==> config.mk <==
export PLATFORM = sky130hd
export DESIGN_NAME = glyph_bounds_extractor
export DESIGN_NICKNAME = d
export VERILOG_FILES = /design/src/sv/gbe_pkg.sv /design/src/sv/glyph_bounds_extractor.sv /design/src/sv/gbe_band_queue.sv /design/src/sv/gbe_front.sv /design/src/sv/gbe_back.sv
export SDC_FILE = /design/constraint.sdc
export NUM_CORES = 2
export LEC_CHECK = 0
export BUFFER_PORTS_ARGS = -buffer_cell sky130_fd_sc_hd__buf_2
export CORE_MARGIN = 3
export CORE_UTILIZATION = 50
export DETAILED_ROUTE_END_ITERATION = 7
export PLACE_DENSITY_LB_ADDON = 0.08
export SYNTH_ARGS = -nofsm -noshare
export SYNTH_HDL_FRONTEND = slang
export SYNTH_HIERARCHICAL = 1
export SYNTH_SLANG_ARGS = --single-unit
==> constraint.sdc <==
create_clock -name clk -period 26.1 [get_ports clk]
set_input_delay 5.22 -clock clk [delete_from_list [all_inputs] [get_ports clk]]
set_output_delay 5.22 -clock clk [all_outputs]
set_load 0.05 [all_outputs]
==> src/sv/gbe_pkg.sv <==
// ----------------------------------------------------------------------------
// gbe_pkg - shared constants and sizing helpers for the glyph bounds extractor
// Grid geometry, register indexes, record codes and width helpers that follow
// from the largest cell size.
// ----------------------------------------------------------------------------
package gbe_pkg;

  localparam int GRID   = 16;
  localparam int GRID_W = 4;

  localparam int DEF_MAX_CELL_W = 64;
  localparam int DEF_MAX_CELL_H = 64;

  // Largest value a 7-bit size register can hold
  localparam int CFG_SIZE_MAX = 127;

  localparam logic [6:0] RST_CELL_WIDTH     = 7'd16;
  localparam logic [6:0] RST_CELL_HEIGHT    = 7'd16;
  localparam logic [7:0] RST_BASELINE_GLYPH = 8'd65;

  localparam logic [1:0] REG_CELL_WIDTH     = 2'd0;
  localparam logic [1:0] REG_CELL_HEIGHT    = 2'd1;
  localparam logic [1:0] REG_BASELINE_GLYPH = 2'd2;

  localparam logic RECORD_GLYPH   = 1'b0;
  localparam logic RECORD_METRICS = 1'b1;

  function automatic int size_cap(input int max_size);
    return (max_size < CFG_SIZE_MAX) ? max_size : CFG_SIZE_MAX;
  endfunction

  // bits to hold a clamped cell size
  function automatic int size_bits(input int max_size);
    return $clog2(size_cap(max_size) + 1);
  endfunction

  // bits to hold an in-cell position
  function automatic int pos_bits(input int max_size);
    return (size_cap(max_size) > 1) ? $clog2(size_cap(max_size)) : 1;
  endfunction

  // one band lane: found, right, left
  function automatic int lane_bits(input int max_w);
    return 1 + 2 * pos_bits(max_w);
  endfunction

  // band snapshot: row, last flag, min top, baseline row, cell width, lanes
  function automatic int queue_bits(input int max_w, input int max_h);
    return GRID * lane_bits(max_w) + GRID_W + 1 + 2 * size_bits(max_h) + size_bits(max_w);
  endfunction

endpackage

==> src/sv/glyph_bounds_extractor.sv <==
// ----------------------------------------------------------------------------
// glyph_bounds_extractor - per-cell glyph bounds of a 16x16 glyph sheet
// Input queue: push a pixel while full is low, raster order, one per cycle.
// The first pixel of each sheet is taken as the background color.
// Result queue: while empty is low the oldest record is on the ports; pop
// takes it. At the last pixel of each band of cells, 16 glyph records follow
// (cell order); the last band adds one metrics record with last high.
// The first record of a band passes the band queue and the output register
// before it shows; records then leave one per cycle while pop is held high.
// Throughput: one pixel per cycle. A band ending while two band snapshots
// already wait raises full until the emitter frees one.
// Configuration: cfg_valid/cfg_ready with cfg_index and cfg_data; always
// ready. After each write full stays high while the load state and the
// position divider re-derive the cell position.
// Reset (rst, synchronous): registers return to 16x16 cells, baseline 'A',
// position at sheet start, both queues empty.
// A stalled receiver fills the output register, then the band queue, then
// raises full at the next band end; nothing is dropped.
// ----------------------------------------------------------------------------
module glyph_bounds_extractor #(
  parameter int MAX_CELL_W = gbe_pkg::DEF_MAX_CELL_W,
  parameter int MAX_CELL_H = gbe_pkg::DEF_MAX_CELL_H
) (
  input  logic        clk,
  input  logic        rst,
  input  logic        cfg_valid,
  output logic        cfg_ready,
  input  logic [1:0]  cfg_index,
  input  logic [7:0]  cfg_data,
  input  logic        push,
  output logic        full,
  input  logic [31:0] pixel,
  input  logic        pop,
  output logic        empty,
  output logic        record_kind,
  output logic [7:0]  glyph_index,
  output logic [9:0]  glyph_left,
  output logic [6:0]  glyph_width,
  output logic [6:0]  line_top,
  output logic [6:0]  line_height,
  output logic [5:0]  space_width,
  output logic        last
);
  import gbe_pkg::*;

  localparam int DW = queue_bits(MAX_CELL_W, MAX_CELL_H);

  logic          q_push;
  logic [DW-1:0] q_wdata;
  logic          q_full;
  logic          q_pop;
  logic [DW-1:0] q_rdata;
  logic          q_empty;

  assign cfg_ready = 1'b1;

  gbe_front #(
    .MAX_CELL_W(MAX_CELL_W),
    .MAX_CELL_H(MAX_CELL_H)
  ) u_front (
    .clk       (clk),
    .rst       (rst),
    .cfg_valid (cfg_valid & cfg_ready),
    .cfg_index (cfg_index),
    .cfg_data  (cfg_data),
    .push      (push),
    .pixel     (pixel),
    .full      (full),
    .q_push    (q_push),
    .q_data    (q_wdata),
    .q_full    (q_full)
  );

  gbe_band_queue #(
    .WIDTH(DW)
  ) u_queue (
    .clk     (clk),
    .rst     (rst),
    .wr_en   (q_push),
    .wr_data (q_wdata),
    .q_full  (q_full),
    .rd_en   (q_pop),
    .rd_data (q_rdata),
    .q_empty (q_empty)
  );

  gbe_back #(
    .MAX_CELL_W(MAX_CELL_W),
    .MAX_CELL_H(MAX_CELL_H)
  ) u_back (
    .clk         (clk),
    .rst         (rst),
    .q_data      (q_rdata),
    .q_empty     (q_empty),
    .q_pop       (q_pop),
    .pop         (pop),
    .empty       (empty),
    .record_kind (record_kind),
    .glyph_index (glyph_index),
    .glyph_left  (glyph_left),
    .glyph_width (glyph_width),
    .line_top    (line_top),
    .line_height (line_height),
    .space_width (space_width),
    .last        (last)
  );

endmodule

==> src/sv/gbe_band_queue.sv <==
// ----------------------------------------------------------------------------
// gbe_band_queue - two-entry queue of band snapshots
// Parts the pixel scanner from the record emitter so each side stalls alone.
// ----------------------------------------------------------------------------
module gbe_band_queue #(
  parameter int WIDTH = 8
) (
  input  logic             clk,
  input  logic             rst,
  input  logic             wr_en,
  input  logic [WIDTH-1:0] wr_data,
  output logic             q_full,
  input  logic             rd_en,
  output logic [WIDTH-1:0] rd_data,
  output logic             q_empty
);
  logic [1:0][WIDTH-1:0] entries;
  logic                  wr_ptr;
  logic                  rd_ptr;
  logic [1:0]            count;

  assign q_full  = (count == 2'd2);
  assign q_empty = (count == 2'd0);
  assign rd_data = entries[rd_ptr];

  always_ff @(posedge clk) begin
    if (wr_en) begin
      entries[wr_ptr] <= wr_data;
    end
  end

  always_ff @(posedge clk) begin
    if (rst) begin
      wr_ptr <= 1'b0;
      rd_ptr <= 1'b0;
      count  <= 2'd0;
    end else begin
      if (wr_en) begin
        wr_ptr <= ~wr_ptr;
      end
      if (rd_en) begin
        rd_ptr <= ~rd_ptr;
      end
      if (wr_en && !rd_en) begin
        count <= count + 2'd1;
      end else if (rd_en && !wr_en) begin
        count <= count - 2'd1;
      end
    end
  end

endmodule

==> src/sv/gbe_front.sv <==
// ----------------------------------------------------------------------------
// gbe_front - pixel scanner
// Holds configuration, walks the sheet position, tracks per-cell column bounds,
// top row and baseline row, and pushes a band snapshot at the end of each band.
// ----------------------------------------------------------------------------
module gbe_front #(
  parameter int MAX_CELL_W = gbe_pkg::DEF_MAX_CELL_W,
  parameter int MAX_CELL_H = gbe_pkg::DEF_MAX_CELL_H
) (
  input  logic        clk,
  input  logic        rst,
  input  logic        cfg_valid,
  input  logic [1:0]  cfg_index,
  input  logic [7:0]  cfg_data,
  input  logic        push,
  input  logic [31:0] pixel,
  output logic        full,
  output logic        q_push,
  output logic [gbe_pkg::queue_bits(MAX_CELL_W, MAX_CELL_H)-1:0] q_data,
  input  logic        q_full
);
  import gbe_pkg::*;

  localparam int CW_MAX = size_cap(MAX_CELL_W);
  localparam int CH_MAX = size_cap(MAX_CELL_H);
  localparam int CWB    = size_bits(MAX_CELL_W);
  localparam int CHB    = size_bits(MAX_CELL_H);
  localparam int PCW    = pos_bits(MAX_CELL_W);
  localparam int CCW    = CWB + GRID_W;
  localparam int CRW    = CHB + GRID_W;
  localparam int LW     = lane_bits(MAX_CELL_W);

  localparam logic [1:0] ST_RUN    = 2'd0;
  localparam logic [1:0] ST_LOAD   = 2'd1;
  localparam logic [1:0] ST_DIVIDE = 2'd2;

  logic [6:0]  cell_width;
  logic [6:0]  cell_height;
  logic [7:0]  baseline_glyph;
  logic [1:0]  state;

  logic [31:0] background_color;
  logic [CCW-1:0] column_counter;
  logic [CRW-1:0] row_counter;
  logic [CCW-1:0] pc;
  logic [CRW-1:0] pr;
  logic [GRID_W-1:0] c;
  logic [GRID_W-1:0] r;

  logic [GRID-1:0]           band_found;
  logic [GRID-1:0][PCW-1:0]  band_left;
  logic [GRID-1:0][PCW-1:0]  band_right;
  logic [CHB-1:0]            min_top;
  logic [CHB-1:0]            baseline_row;

  logic [CWB-1:0] cw_e;
  logic [CHB-1:0] ch_e;
  logic           first;
  logic           hit;
  logic           f0;
  logic [PCW-1:0] l0;
  logic [PCW-1:0] r0;
  logic [PCW-1:0] pcs;
  logic [CHB-1:0] prs;
  logic           lane_found_next;
  logic [PCW-1:0] lane_left_next;
  logic [PCW-1:0] lane_right_next;
  logic [CHB-1:0] mt0;
  logic [CHB-1:0] min_top_next;
  logic [CHB-1:0] bl0;
  logic [CHB-1:0] baseline_row_next;
  logic           is_base;
  logic           col_last;
  logic           row_last;
  logic           band_end;
  logic           sheet_end;
  logic           accept;
  logic           cfg_write;
  logic           out_of_sheet;
  logic [GRID-1:0][LW-1:0] snap;

  // Clamp sizes: zero acts as one, large values saturate
  always_comb begin
    if (cell_width == 7'd0) begin
      cw_e = CWB'(1);
    end else if (cell_width > 7'(CW_MAX)) begin
      cw_e = CWB'(CW_MAX);
    end else begin
      cw_e = CWB'(cell_width);
    end
    if (cell_height == 7'd0) begin
      ch_e = CHB'(1);
    end else if (cell_height > 7'(CH_MAX)) begin
      ch_e = CHB'(CH_MAX);
    end else begin
      ch_e = CHB'(cell_height);
    end
  end

  assign cfg_write = cfg_valid;
  assign first     = (column_counter == '0) && (row_counter == '0);
  assign hit       = !first && (pixel != background_color);
  assign pcs       = pc[PCW-1:0];
  assign prs       = pr[CHB-1:0];

  always_comb begin
    f0 = first ? 1'b0 : band_found[c];
    l0 = first ? '0 : band_left[c];
    r0 = first ? '0 : band_right[c];
    lane_found_next = f0 | hit;
    lane_left_next  = l0;
    lane_right_next = r0;
    if (hit) begin
      if (!f0 || pcs < l0) begin
        lane_left_next = pcs;
      end
      if (!f0 || pcs > r0) begin
        lane_right_next = pcs;
      end
    end
    mt0 = first ? ch_e : min_top;
    min_top_next = (hit && prs < mt0) ? prs : mt0;
    bl0 = first ? ch_e : baseline_row;
    is_base = ({r, c} == baseline_glyph);
    baseline_row_next = bl0;
    if (hit && is_base && (bl0 >= ch_e || prs > bl0)) begin
      baseline_row_next = prs;
    end
  end

  assign col_last  = (c == GRID_W'(GRID - 1)) && (pc == CCW'(cw_e - 1'b1));
  assign row_last  = (pr == CRW'(ch_e - 1'b1));
  assign band_end  = col_last && row_last;
  assign sheet_end = band_end && (r == GRID_W'(GRID - 1));

  assign full   = (state != ST_RUN) || (band_end && q_full);
  assign accept = push && !full;
  assign q_push = accept && band_end;

  always_comb begin
    for (int i = 0; i < GRID; i++) begin
      if (GRID_W'(i) == c) begin
        snap[i] = {lane_found_next, lane_right_next, lane_left_next};
      end else if (first) begin
        snap[i] = '0;
      end else begin
        snap[i] = {band_found[i], band_right[i], band_left[i]};
      end
    end
  end

  assign q_data = {r, sheet_end, min_top_next, baseline_row_next, cw_e, snap};

  assign out_of_sheet = (column_counter >= {cw_e, GRID_W'(0)}) ||
                        (row_counter >= {ch_e, GRID_W'(0)});

  always_ff @(posedge clk) begin
    if (accept) begin
      if (first) begin
        background_color <= pixel;
      end
    end
  end

  always_ff @(posedge clk) begin
    if (rst) begin
      cell_width     <= RST_CELL_WIDTH;
      cell_height    <= RST_CELL_HEIGHT;
      baseline_glyph <= RST_BASELINE_GLYPH;
      state          <= ST_RUN;
      column_counter <= '0;
      row_counter    <= '0;
      pc             <= '0;
      pr             <= '0;
      c              <= '0;
      r              <= '0;
      band_found     <= '0;
      band_left      <= '0;
      band_right     <= '0;
      min_top        <= CHB'(size_cap(16) < CH_MAX ? 16 : CH_MAX);
      baseline_row   <= CHB'(size_cap(16) < CH_MAX ? 16 : CH_MAX);
    end else begin
      if (cfg_write) begin
        case (cfg_index)
          REG_CELL_WIDTH:     cell_width     <= cfg_data[6:0];
          REG_CELL_HEIGHT:    cell_height    <= cfg_data[6:0];
          REG_BASELINE_GLYPH: baseline_glyph <= cfg_data;
          default: ;
        endcase
      end

      case (state)
        ST_LOAD: begin
          // drop the position if it fell outside the resized sheet
          if (out_of_sheet) begin
            column_counter <= '0;
            row_counter    <= '0;
            pc             <= '0;
            pr             <= '0;
          end else begin
            pc <= column_counter;
            pr <= row_counter;
          end
          c <= '0;
          r <= '0;
        end
        ST_DIVIDE: begin
          // split the position into cell and in-cell parts by subtraction
          if (pc >= CCW'(cw_e)) begin
            pc <= pc - CCW'(cw_e);
            c  <= c + 1'b1;
          end
          if (pr >= CRW'(ch_e)) begin
            pr <= pr - CRW'(ch_e);
            r  <= r + 1'b1;
          end
        end
        default: begin
          if (accept) begin
            min_top      <= min_top_next;
            baseline_row <= baseline_row_next;
            if (band_end) begin
              band_found <= '0;
              band_left  <= '0;
              band_right <= '0;
            end else begin
              for (int i = 0; i < GRID; i++) begin
                {band_found[i], band_right[i], band_left[i]} <= snap[i];
              end
            end
            if (col_last) begin
              column_counter <= '0;
              pc             <= '0;
              c              <= '0;
              if (row_last) begin
                pr <= '0;
                r  <= r + 1'b1;
              end else begin
                pr <= pr + 1'b1;
              end
              if (sheet_end) begin
                row_counter <= '0;
              end else begin
                row_counter <= row_counter + 1'b1;
              end
            end else begin
              column_counter <= column_counter + 1'b1;
              if (pc == CCW'(cw_e - 1'b1)) begin
                pc <= '0;
                c  <= c + 1'b1;
              end else begin
                pc <= pc + 1'b1;
              end
            end
          end
        end
      endcase

      if (cfg_write) begin
        state <= ST_LOAD;
      end else if (state == ST_LOAD) begin
        state <= ST_DIVIDE;
      end else if (state == ST_DIVIDE) begin
        if (pc < CCW'(cw_e) && pr < CRW'(ch_e)) begin
          state <= ST_RUN;
        end
      end
    end
  end

endmodule

==> src/sv/gbe_back.sv <==
// ----------------------------------------------------------------------------
// gbe_back - record emitter
// Walks one band snapshot lane by lane into the output register, one record a
// cycle while it is empty or popped, and adds the metrics record after a sheet's final band.
// ----------------------------------------------------------------------------
module gbe_back #(
  parameter int MAX_CELL_W = gbe_pkg::DEF_MAX_CELL_W,
  parameter int MAX_CELL_H = gbe_pkg::DEF_MAX_CELL_H
) (
  input  logic       clk,
  input  logic       rst,
  input  logic [gbe_pkg::queue_bits(MAX_CELL_W, MAX_CELL_H)-1:0] q_data,
  input  logic       q_empty,
  output logic       q_pop,
  input  logic       pop,
  output logic       empty,
  output logic       record_kind,
  output logic [7:0] glyph_index,
  output logic [9:0] glyph_left,
  output logic [6:0] glyph_width,
  output logic [6:0] line_top,
  output logic [6:0] line_height,
  output logic [5:0] space_width,
  output logic       last
);
  import gbe_pkg::*;

  localparam int CWB = size_bits(MAX_CELL_W);
  localparam int CHB = size_bits(MAX_CELL_H);
  localparam int PCW = pos_bits(MAX_CELL_W);
  localparam int CCW = CWB + GRID_W;
  localparam int LW  = lane_bits(MAX_CELL_W);

  logic [GRID-1:0][LW-1:0] lanes;
  logic [GRID_W-1:0]       band_row;
  logic                    band_last;
  logic [CHB-1:0]          mt;
  logic [CHB-1:0]          base;
  logic [CWB-1:0]          cw;

  logic [GRID_W:0]   idx;
  logic [CCW-1:0]    left_base;
  logic              out_valid;

  logic [LW-1:0]     lane;
  logic [PCW-1:0]    lane_left;
  logic [PCW-1:0]    lane_right;
  logic              lane_found;
  logic              metrics_now;
  logic              lane_end;
  logic              advance;
  logic [CHB-1:0]    lh;

  assign {band_row, band_last, mt, base, cw, lanes} = q_data;

  assign lane        = lanes[idx[GRID_W-1:0]];
  assign lane_left   = lane[PCW-1:0];
  assign lane_right  = lane[2*PCW-1:PCW];
  assign lane_found  = lane[2*PCW];
  assign metrics_now = idx[GRID_W];
  assign lane_end    = (idx == (GRID_W+1)'(GRID - 1));
  assign lh          = (base >= mt) ? (base - mt) : '0;

  assign empty   = !out_valid;
  assign advance = !q_empty && (!out_valid || pop);
  assign q_pop   = advance && (metrics_now || (lane_end && !band_last));

  always_ff @(posedge clk) begin
    if (advance) begin
      if (metrics_now) begin
        record_kind <= RECORD_METRICS;
        glyph_index <= '0;
        glyph_left  <= '0;
        glyph_width <= '0;
        line_top    <= 7'(mt);
        line_height <= 7'(lh);
        space_width <= 6'(cw >> 1);
        last        <= 1'b1;
      end else begin
        record_kind <= RECORD_GLYPH;
        glyph_index <= {band_row, idx[GRID_W-1:0]};
        if (lane_found) begin
          glyph_left  <= 10'(left_base + CCW'(lane_left));
          glyph_width <= 7'(CWB'(lane_right) - CWB'(lane_left) + CWB'(1));
        end else begin
          glyph_left  <= 10'(left_base);
          glyph_width <= 7'(cw);
        end
        line_top    <= '0;
        line_height <= '0;
        space_width <= '0;
        last        <= 1'b0;
      end
    end
  end

  always_ff @(posedge clk) begin
    if (rst) begin
      out_valid <= 1'b0;
      idx       <= '0;
      left_base <= '0;
    end else begin
      if (advance) begin
        out_valid <= 1'b1;
        if (metrics_now) begin
          idx       <= '0;
          left_base <= '0;
        end else if (lane_end) begin
          // hold for the metrics record on the final band
          idx       <= band_last ? (GRID_W+1)'(GRID) : '0;
          left_base <= '0;
        end else begin
          idx       <= idx + 1'b1;
          left_base <= left_base + CCW'(cw);
        end
      end else if (pop) begin
        out_valid <= 1'b0;
      end
    end
  end

endmodule
==> impl.org <==
** Setup path
- Cell with the largest stage delay on the worst path :: sky130_fd_sc_hd__dfxtp_1
- Worst Path Required :: 20.88 ns
- Of all nets on the critical path, the largest fanout is 16.
- Setup slack on the worst reg-to-reg path comes out at 19.38 ns.
- Worst r2r dst :: u_queue/entries[281]
- Counting cells, the worst reg-to-reg path comes to 12.
- Nature of the critical path startpoint :: register
- At the worst endpoint, the arrival time is 4.69 ns.
- STA classifies the critical path endpoint as a primary output.
- Cell breakdown of the critical path :: clkinv_1 > nand2_1 > ha_1 > or3b_1 > a221oi_2 > xnor2_1 > nor4_4 > nand4_2 > nand2_1 > buf_2
- In this design, the stage delay of the slowest critical-path cell is 0.71 ns.
- Worst R2R Start :: u_front/cell_height[6]
- Kind of critical path :: reg -> out
- Most numerous cell on the critical path :: sky130_fd_sc_hd__nand2_1

** Worst hold path
- The worst hold path terminates at u_front/min_top[0].
- Hold depth :: 2
- The tightest min-delay check is of the reg -> reg type.
- Startpoint of the most critical hold path :: u_front/min_top[0]

** Pwr
- Summing internal, switching and leakage power gives 3.02 mW.
- The worst-case IR drop observed on VDD is 55.8 uV.
- Power spread over the standard cell area amounts to 64.2 nW/um^2.
- Leakage :: 15.9 nW

** Floorplan
- Area of the die :: 88800 um^2
- Floorplan die width :: 298 um
- Pin placement for this block handled 97 I/O pins.
- Initial core utilization :: 0.507
- Y dimension of the die :: 298 um
- The core region is 84100 um^2.
- In this run the core area contains 106 standard-cell rows.

** Cells and area
- The final layout contains 3563 nets.
- Final design instance area without fill :: 47000 um^2
- From synthesis to final layout, the design area changed by 10.2%.
- Proportion of layout cells with a drive suffix above 1 :: 0.211
- Antenna diode count :: 0

** Placement
- Final HPWL DP :: 76.8 mm
- Final weighted congestion in routability-driven placement :: 0.888
- Placed inst area :: 43900 um^2
- Input and output buffers added on the ports amount to 95.

** CTS
- CTS tree :: built
- The clock reaches the later pin of the worst-skew pair after 0.65 ns.
- Post-cts sizing count :: 0
- The H-tree was split into 3 levels.
- Number of buffers inserted during clock tree synthesis :: 94
- Total clock sinks :: 864
- Clock slew at the register clock pins of the worst setup and hold paths :: 0.06 ns
- Cell chosen for the clock root :: sky130_fd_sc_hd__clkbuf_16
- Count of buffers added by post-CTS timing repair for setup :: 0
- Hold repair after CTS inserted 0 buffers.
- Number of buffers on the longest clock path :: 3

** Global route
- Pin count of the biggest net entering global routing :: 176
- The number of antenna violations at the first check in global routing is 1.
- The number of global-route vias before repair is 29169.
- Across every metal layer, demand over resource in global routing totals 0.267.
- Total global routing overflow :: 0
- The first global-routing pass estimated 181 mm of wire.

** STA
- Tightest Pin Transition :: 1.29 ns
- Dividing the final minimum period by the clock period gives 0.380.
- Setup repair after global routing left no endpoint under its margin.
- Time the final worst path needs with I/O delays and setup :: 9.92 ns
- Final hold vios :: 0
- Clock Skews :: 0.0312 ns
- The final-report max-slew violation count came to 0.
- Headroom to the max-slew limit :: 0.140
- Setup TNS :: 0 ns
- Maximum clock frequency :: 0.101 GHz
- Number of failing setup endpoints in the final timing report :: 0

** Detailed routing
- Wire length reported by the detailed router :: 121 mm
- For this run, design rule violations remaining after detail routing come to 0.
- WL/cell :: 26.1 um
- Dividing the detail-routed via count by the number of cells gives 6.34.
- Number of nets with antenna violations after detailed routing :: 0
- First drt pass iteration count :: 6
- In this run, the number of DRC markers left after iteration 0 of detailed routing was 2660.
- Count of vias placed by the detailed router :: 29283

** Yosys
- Number of nets produced by synthesis :: 3564
- Yosys synthesis warning count :: 6
- Synthesis inferred 864 register bits.
- Sorting the synthesized cells by area gives the leading types as sky130_fd_sc_hd__edfxtp_1 (38%), sky130_fd_sc_hd__dfxtp_1 (15%), sky130_fd_sc_hd__mux4_2 (6.7%), sky130_fd_sc_hd__mux2_4 (5.3%), sky130_fd_sc_hd__o2bb2ai_1 (4.0%).
- Average instance area after synthesis :: 12.5 um^2
- In the synthesized netlist the async set-or-reset flop fraction comes to 0.
- Part of the Yosys area used for sequential elements :: 0.534
- Top flip-flop cell by instance count after synthesis :: sky130_fd_sc_hd__edfxtp_1
- Yosys top cell area share :: 0.384
- In this run, synthesis inferred 546 flip-flops with an integrated enable.
- The largest total area in the synthesized netlist belongs to sky130_fd_sc_hd__edfxtp_1.
- Synthesis produced 3403 cells.
- In this run the cell area of the synthesized design comes to 42600 um^2.
- Number of unique standard cell types used by synthesis :: 97

** Flow run
- Max Cap Viol :: 0

** Run status
- Status :: completed
synthesized netlist by cell type, drive strengths merged (6+ instances only):
master,n
a211oi,18
nand3,279
xor2,17
mux2i,60
nor4,13
o21a,12
a22o,28
nand2,120
nor2b,24
nor2,154
nand3b,7
clkbuf,157
and2,22
a31oi,15
a21oi,100
dfxtp,318
a22oi,11
or3,12
a221oi,13
a31o,14
o2bb2ai,193
o21bai,7
nand2b,26
xnor2,64
fa,6
o211ai,13
inv,95
mux2,237
o21ai,267
o22ai,9
edfxtp,546
buf,108
mux4,127
nand4,26
and3,30
o31ai,10
nor3,35
a21o,18
ha,108
critical path: cells and delay by family, from the launching register on:
kind,cells,cell delay (ns)
buffers and inverters,2,0.73
XOR/XNOR,1,0.16
flip-flops,1,0.71
AO/OA/AOI/OAI,1,0.29
adder cells (fa/ha/maj),1,0.37
AND/OR/NAND/NOR,5,1.78
how the worst max path moves through the flow:
| stage | cells after the start | to | startpoint | slack, ns |
|---|---|---|---|---|
| floorplan | 3 | u_queue/entries[0] | push | 9.16 |
| global placement | 10 | full | u_front/cell_height[6] | 17.05 |
| detailed placement | 10 | full | u_front/cell_height[6] | 16.89 |
| CTS | 10 | full | u_front/cell_height[6] | 16.18 |
| global route | 10 | full | u_front/cell_height[6] | 15.90 |
| finish | 10 | full | u_front/cell_height[6] | 16.19 |
cells by family after synthesis:
kind of cell / Yosys count / share of synthesized area
buffers and inverters: 362 / 0.0394
XOR/XNOR: 81 / 0.0166
other: 1 / 0.0000879
flip-flops: 864 / 0.534
AO/OA/AOI/OAI: 786 / 0.128
AND/OR/NAND/NOR: 771 / 0.0900
adder cells (fa/ha/maj): 114 / 0.0345
multiplexers: 424 / 0.157
metal layers:
metal / global-route usage / up-vias / part of all wire
met4: 0.110 / 2 / 0.041
met5: 0 / - / 0.00016
li1: - / 13106 / -
met3: 0.0490 / 270 / 0.081
met2: 0.418 / 1265 / 0.46
met1: 0.368 / 14640 / 0.42
where the power goes:
group | internal, mW | leakage (nW) | switching, mW | total [mW]
sequential | 1.45 | 7.55 | 0.0121 | 1.46
combinational | 0.0663 | 6.85 | 0.168 | 0.234
clock | 0.770 | 1.51 | 0.552 | 1.32
total | 2.29 | 15.9 | 0.732 | 3.02
final cells by class:
type / instances / area (um^2)
clock buffers: 132 / 2640
inverters: 97 / 364
well taps: 1134 / 1420
repair buffers: 168 / 1050
multi-input cells: 2177 / 18300
fillers: 7001 / 37100
flip-flops and latches: 864 / 22800
clock inverters: 46 / 454
sequential cells by signal (all words and copies together), names as in the netlist, 8 cells and up:
name	cells
u_front/band_found	16
u_back/glyph_index	8
u_front/band_left	96
u_front/pr	11
u_front/band_right	96
u_front/background_color	32
u_front/pc	11
u_front/row_counter	11
u_front/column_counter	11
u_queue/entries	468
u_back/left_base	10
u_front/baseline_glyph	8
u_back/glyph_left	10
placed cells by master, fill, tap and decap left out, types with 12 or more instances in the layout:
| cell | n |
|---|---|
| sky130_fd_sc_hd__edfxtp_1 | 546 |
| sky130_fd_sc_hd__dfxtp_1 | 311 |
| sky130_fd_sc_hd__nand3_1 | 278 |
| sky130_fd_sc_hd__o21ai_0 | 257 |
| sky130_fd_sc_hd__o2bb2ai_1 | 193 |
| sky130_fd_sc_hd__nor2_1 | 153 |
| sky130_fd_sc_hd__mux2_4 | 150 |
| sky130_fd_sc_hd__mux4_2 | 127 |
| sky130_fd_sc_hd__nand2_1 | 120 |
| sky130_fd_sc_hd__ha_1 | 108 |
| sky130_fd_sc_hd__clkbuf_16 | 96 |
| sky130_fd_sc_hd__buf_2 | 94 |
| sky130_fd_sc_hd__inv_1 | 89 |
| sky130_fd_sc_hd__mux2_2 | 87 |
| sky130_fd_sc_hd__a21oi_1 | 85 |
| sky130_fd_sc_hd__buf_4 | 72 |
| sky130_fd_sc_hd__xnor2_1 | 64 |
| sky130_fd_sc_hd__mux2i_1 | 59 |
| sky130_fd_sc_hd__nor3_1 | 34 |
| sky130_fd_sc_hd__and3_1 | 30 |
| sky130_fd_sc_hd__a22o_1 | 28 |
| sky130_fd_sc_hd__nand2b_1 | 26 |
| sky130_fd_sc_hd__clkbuf_1 | 25 |
| sky130_fd_sc_hd__nand4_1 | 24 |
| sky130_fd_sc_hd__nor2b_1 | 23 |
| sky130_fd_sc_hd__and2_1 | 20 |
| sky130_fd_sc_hd__a21o_1 | 18 |
| sky130_fd_sc_hd__xor2_1 | 17 |
| sky130_fd_sc_hd__clkinv_2 | 15 |
| sky130_fd_sc_hd__a211oi_1 | 15 |
| sky130_fd_sc_hd__clkinv_1 | 14 |
| sky130_fd_sc_hd__o211ai_1 | 13 |
| sky130_fd_sc_hd__o21a_1 | 12 |
| sky130_fd_sc_hd__or3_1 | 12 |
| sky130_fd_sc_hd__a21oi_2 | 12 |
through the flow:
step | utilization | std cells | hold slack (ns) | worst slack, ns
2_1_floorplan | - | 3403 | 0.406 | 9.16
3_3_place_gp | 0.522 | 4439 | 0.443 | 17.05
3_5_place_dp | 0.522 | 4439 | 0.447 | 16.89
4_1_cts | 0.559 | 4617 | 0.455 | 16.18
5_1_grt | 0.559 | 4618 | 0.479 | 15.90
6_report | 0.559 | 4618 | 0.455 | 16.19
Note: power is estimated with default switching activity, not from simulation.
